### config.mk
export PLATFORM = sky130hd
export DESIGN_NAME = cse_ratio_div
export DESIGN_NICKNAME = d
export VERILOG_FILES = /design/src/sv/cse_pkg.sv /design/src/sv/cse_ratio_div.sv
export SDC_FILE = /design/constraint.sdc
export NUM_CORES = 2
export LEC_CHECK = 0
export BUFFER_PORTS_ARGS = -buffer_cell sky130_fd_sc_hd__buf_2
export CAP_MARGIN = 0
export CORE_ASPECT_RATIO = 1.5
export CORE_UTILIZATION = 38
export CTS_BUF_LIST = sky130_fd_sc_hd__clkbuf_8
export DETAILED_ROUTE_END_ITERATION = 10
export PLACE_DENSITY = 0.54
export REMOVE_ABC_BUFFERS = 1
export SYNTH_ARGS = -nofsm -noshare
export SYNTH_HDL_FRONTEND = slang
export SYNTH_SLANG_ARGS = --single-unit
### constraint.sdc
create_clock -name clk -period 6.9 [get_ports clk]
set_clock_uncertainty 0.15 [all_clocks]
set_input_delay 0.345 -clock clk [delete_from_list [all_inputs] [get_ports clk]]
set_output_delay 0.345 -clock clk [all_outputs]
set_load 0.01 [all_outputs]
### src/sv/cse_pkg.sv
`timescale 1ns / 1ps
`default_nettype none
// ----------------------------------------------------------------------------
// cse_pkg
// shared widths, status codes and polynomial coefficients
// ----------------------------------------------------------------------------
package cse_pkg;

    localparam int X_BITS   = 24;
    localparam int ACC_W    = 52;
    localparam int MAG_W    = ACC_W - 1;
    localparam int NUM_COEF = 11;

    typedef enum logic [1:0] {
        ST_OK    = 2'd0,
        ST_RATIO = 2'd1,
        ST_ZERO  = 2'd2,
        ST_SAT   = 2'd3
    } status_t;

    // coefficients with 32 fraction bits, rounded to nearest
    function automatic logic signed [ACC_W-1:0] coef(input logic [3:0] idx);
        logic signed [ACC_W-1:0] c;
        begin
            case (idx)
                4'd0:    c = -52'sd1875741067;
                4'd1:    c = 52'sd180781616;
                4'd2:    c = -52'sd7970170811;
                4'd3:    c = 52'sd109332687487;
                4'd4:    c = -52'sd864009981002;
                4'd5:    c = 52'sd3940666853818;
                4'd6:    c = -52'sd10999969590804;
                4'd7:    c = 52'sd19064114286428;
                4'd8:    c = -52'sd20025413866619;
                4'd9:    c = 52'sd11680206511145;
                4'd10:   c = -52'sd2907289132466;
                default: c = '0;
            endcase
            return c;
        end
    endfunction

endpackage
`default_nettype wire

### src/sv/cse_ratio_div.sv
`timescale 1ns / 1ps
`default_nettype none
// ----------------------------------------------------------------------------
// cse_ratio_div
// range checks and a one-bit-per-stage divider forming x = pos / radius (Q0.24)
// ----------------------------------------------------------------------------
module cse_ratio_div
(
    input  wire logic                         clk,
    input  wire logic                         rst_n,
    input  wire logic                         en,
    input  wire logic                         in_vld,
    input  wire logic [31:0]                  pos,
    input  wire logic [31:0]                  rad,
    output logic                              out_vld,
    output logic [cse_pkg::X_BITS-1:0]        x,
    output logic [31:0]                       out_rad,
    output cse_pkg::status_t                  out_code
);

    localparam int N = cse_pkg::X_BITS;

    logic                 vld_reg  [0:N];
    logic [32:0]          rem_reg  [0:N];
    logic [N-1:0]         q_reg    [0:N];
    logic [31:0]          rad_reg  [0:N];
    cse_pkg::status_t     code_reg [0:N];

    logic [35:0]          pos10;
    logic [35:0]          rad9;
    cse_pkg::status_t     code_next;

    // exact ratio test and zero radius test
    always_comb
    begin
        pos10 = {4'd0, pos} * 36'd10;
        rad9  = {4'd0, rad} * 36'd9;
        if (rad == 32'd0)
            code_next = cse_pkg::ST_ZERO;
        else if (pos10 > rad9)
            code_next = cse_pkg::ST_RATIO;
        else
            code_next = cse_pkg::ST_OK;
    end

    // entry stage
    always_ff @(posedge clk or negedge rst_n)
    begin
        if (!rst_n)
            vld_reg[0] <= 1'b0;
        else if (en)
            vld_reg[0] <= in_vld;
    end

    always_ff @(posedge clk)
    begin
        if (en)
        begin
            rem_reg[0]  <= {1'b0, pos};
            q_reg[0]    <= '0;
            rad_reg[0]  <= rad;
            code_reg[0] <= code_next;
        end
    end

    // one quotient bit per stage
    for (genvar i = 0; i < N; i++)
    begin : g_step
        logic [33:0] rem_sh;
        logic [33:0] rem_next;
        logic        bit_next;

        always_comb
        begin
            rem_sh = {rem_reg[i], 1'b0};
            if (rem_sh >= {2'b00, rad_reg[i]})
            begin
                rem_next = rem_sh - {2'b00, rad_reg[i]};
                bit_next = 1'b1;
            end
            else
            begin
                rem_next = rem_sh;
                bit_next = 1'b0;
            end
        end

        always_ff @(posedge clk or negedge rst_n)
        begin
            if (!rst_n)
                vld_reg[i+1] <= 1'b0;
            else if (en)
                vld_reg[i+1] <= vld_reg[i];
        end

        always_ff @(posedge clk)
        begin
            if (en)
            begin
                rem_reg[i+1]  <= rem_next[32:0];
                q_reg[i+1]    <= {q_reg[i][N-2:0], bit_next};
                rad_reg[i+1]  <= rad_reg[i];
                code_reg[i+1] <= code_reg[i];
            end
        end
    end

    assign out_vld  = vld_reg[N];
    assign x        = q_reg[N];
    assign out_rad  = rad_reg[N];
    assign out_code = code_reg[N];

endmodule
`default_nettype wire

==> impl_metrics.tcl <==
set metrics [dict create \
    initial_core_util_pct 38.22 \
    largest_reg_flops 800 \
    maxCapViolCount 0 \
    synth_cell_types 103 \
    power.switching_uw 22480 \
    drtIter0Drc 3133 \
    max_freq_mhz 184.1 \
    worst_slew_pin_slew_ns 1.423 \
    crit_fanout 4 \
    grt_overflow 0 \
    ys.flop_type "edfxtp_1" \
    critPathMaxStageDelay_ns 0.53 \
    use_met1_pct 12.52 \
    p_per_area_nw_per_um2 448.3 \
    syn-cell-area_um2 111500 \
    via_per_inst 5.329 \
    drive_above_1_share_pct 8.001 \
    clockBufferDepth 4 \
    cp-end-kind "register" \
    avgSynthCellArea_um2 11.06 \
    power_uw 55630 \
    grtUsageTotal_pct 20.21 \
    finalSetupViolCount 0 \
    clk_pin_slew_worst_paths_ns 0.07 \
    comb_power_share_pct 47.4 \
    area_delta_synth_final_pct 11.26 \
    drt_wl_total_um 305500 \
    final_common_cell "edfxtp_1" \
    core_area_um2 291900 \
    final_cell_mix "edfxtp_1, inv_1, ha_1" \
    clkLatencyLatePin_ns 1.00 \
    hold_path_class "primary input to register" \
    final_nets 11510 \
    ios 127 \
    port_buffers 126 \
    grt_use_met2_pct 45.86 \
    drc_errors 0 \
    cts.sinks 1966 \
    clkPwrFrac_pct 17.6 \
    die_w_um 444.4 \
    syn-instance-count 10080 \
    grt_busiest_layer "met2" \
    grt_max_degree 177 \
    ir_worst_vdd_v 0.0001930 \
    pwr-share-seq_pct 35.0 \
    wl_per_cell_um 20.95 \
    ys_seq_area_share_pct 52.81 \
    fin_crit_ns 5.433 \
    hold_viol_final 0 \
    async_flop_share_pct 1.272 \
    cts_made_buffers 338 \
    critPathKind "primary input to register" \
    cts_root_buf "clkbuf_8" \
    cp-start-kind "primary input" \
    switching_share_pct 40.41 \
    ant_nets 0 \
    p_leak_uw 0.05087 \
    first_pass_iters 6 \
    via_count 77720 \
    final_max_slew_viol_count 0 \
    row_count 243 \
    grt_pass1_vias 84370 \
    p_int_uw 33150 \
    slew_headroom_pct 5.153 \
    outcome "finished clean" \
    grtUsageMet3_pct 2.382 \
    timing.hold.ws_ns 0.1378 \
    cts_tree "built" \
    crit_arrival_ns 5.96 \
    postCtsSetupRepairBufs 0 \
    grt_setup_unrepaired "no" \
    worst_slack_ns 1.467 \
    ys_ff_latch 1966 \
    synth_warnings 0 \
    dieArea_um2 295800 \
    setup_tns_ns 0 \
    critPathSlowestCell "dlygate4sd3_1" \
    die_height_um 665.6 \
    period_share_pct 78.73 \
    cts_resized 0 \
    grt_pass1_wl_um 455900 \
    place_ws_ns 1.021 \
    crit_top_cell "a21oi_1" \
    hpwl_um 236900 \
    htree_levels 5 \
    synth-edff-count 1941 \
    reg2reg_slack_ns 1.72 \
    gp_congestion 0.9567 \
    crit_required_ns 7.43 \
    antenna_found_initial 7 \
]
## metal layers
layer	vias up	share of wire [%]	wire length, um
met5	-	0	0
met3	976	2.5	7646
met4	0	9.6	29200
met1	37530	26	77940
li1	37670	-	-
met2	1548	62	190700
## cell usage after synthesis, types with 44 or more instances
library cell  count  share of area (%)
nor2_1          552                1.9
o31ai_1          44               0.30
nand2_1         821                2.8
clkbuf_1        165               0.56
a21oi_1         864                3.9
and3_1           64               0.36
o21bai_1         86               0.58
inv_1           986                3.3
nor2b_1         101               0.57
nor3_1          102               0.46
nand3_1         154               0.69
xnor2_1         368                2.9
a21o_1          413                2.8
a211oi_1         51               0.34
o21a_1          110               0.74
nand4_1         124               0.70
edfxtp_1       1941                 52
a31oi_1          72               0.40
ha_1            920                 10
nand2b_1        151               0.85
o21ai_0         783                3.5
xor2_1          309                2.4
mux2_2          131                1.3
## what timing repair did
action | in CTS | in global routing
endpoints found under the hold margin | 215 | 0
hold buffers | 130 | 0
setup endpoints to repair | 0 | 0
## power by group through the flow
| stage | clock network, uW | registers (uW) | logic (uW) |
|---|---|---|---|
| detailed placement | 0 | 19700 | 26200 |
| global route | 10600 | 19800 | 29000 |
| floorplan | 0 | 18900 | 18700 |
| CTS | 10200 | 19500 | 26400 |
| finish | 9770 | 19500 | 26400 |
| global placement | 0 | 19600 | 25700 |
## worst max-delay path: cells and delay by family
kind                       cells  cell delay (ns)
AOI/OAI and AO/OA             15             3.55
xor gates and xnor gates       1             0.20
adders and majority gates      3             0.90
buffers and inverters          2             0.68
and+or+nand+nor                4             0.28
## worst paths after layout
path	from	to	cells past startpoint
worst min register to register	q_reg[2][5]	q_reg[2][30]	0
worst min-delay path	rad[15]	rad_reg[0][15]	2
worst max-delay path	rad[2]	code_reg[0][0]	25
worst max register to register	rem_reg[1][8]	rem_reg[1][47]	12
min in group asynchronous	rst_n	out_vld	4
max in group asynchronous	rst_n	vld_reg[15]	4
## area by class of cell
| cell class | instances | area, um2 |
|---|---|---|
| multi-input combinational | 6868 | 47880 |
| fill | 27380 | 167800 |
| clock inverter | 243 | 1189 |
| antenna | 37 | 92.59 |
| timing repair buffer | 340 | 2825 |
| clock buffer | 345 | 4748 |
| inverter | 987 | 3705 |
| sequential | 1966 | 58910 |
| tap | 3797 | 4751 |
## metrics by stage
stage                     instances  util (%)  instance area (um2)
final                         14580     42.52               124100
after global routing          14580     42.52               124100
after CTS                     14550     42.49               124000
after detailed placement      13830     40.00               116800
after global placement        13830     40.00               116800
after floorplan                9821         -               110300
## logic make-up after synthesis
kind of cell    synth area share [%]
compound gates                 15.69
xor+xnor                       5.316
fa+ha+maj                      10.77
buf+inv                        4.416
flops                          52.81
mux                            1.421
simple gates                   9.573
No activity file was read; power rests on OpenSTA's default activity.
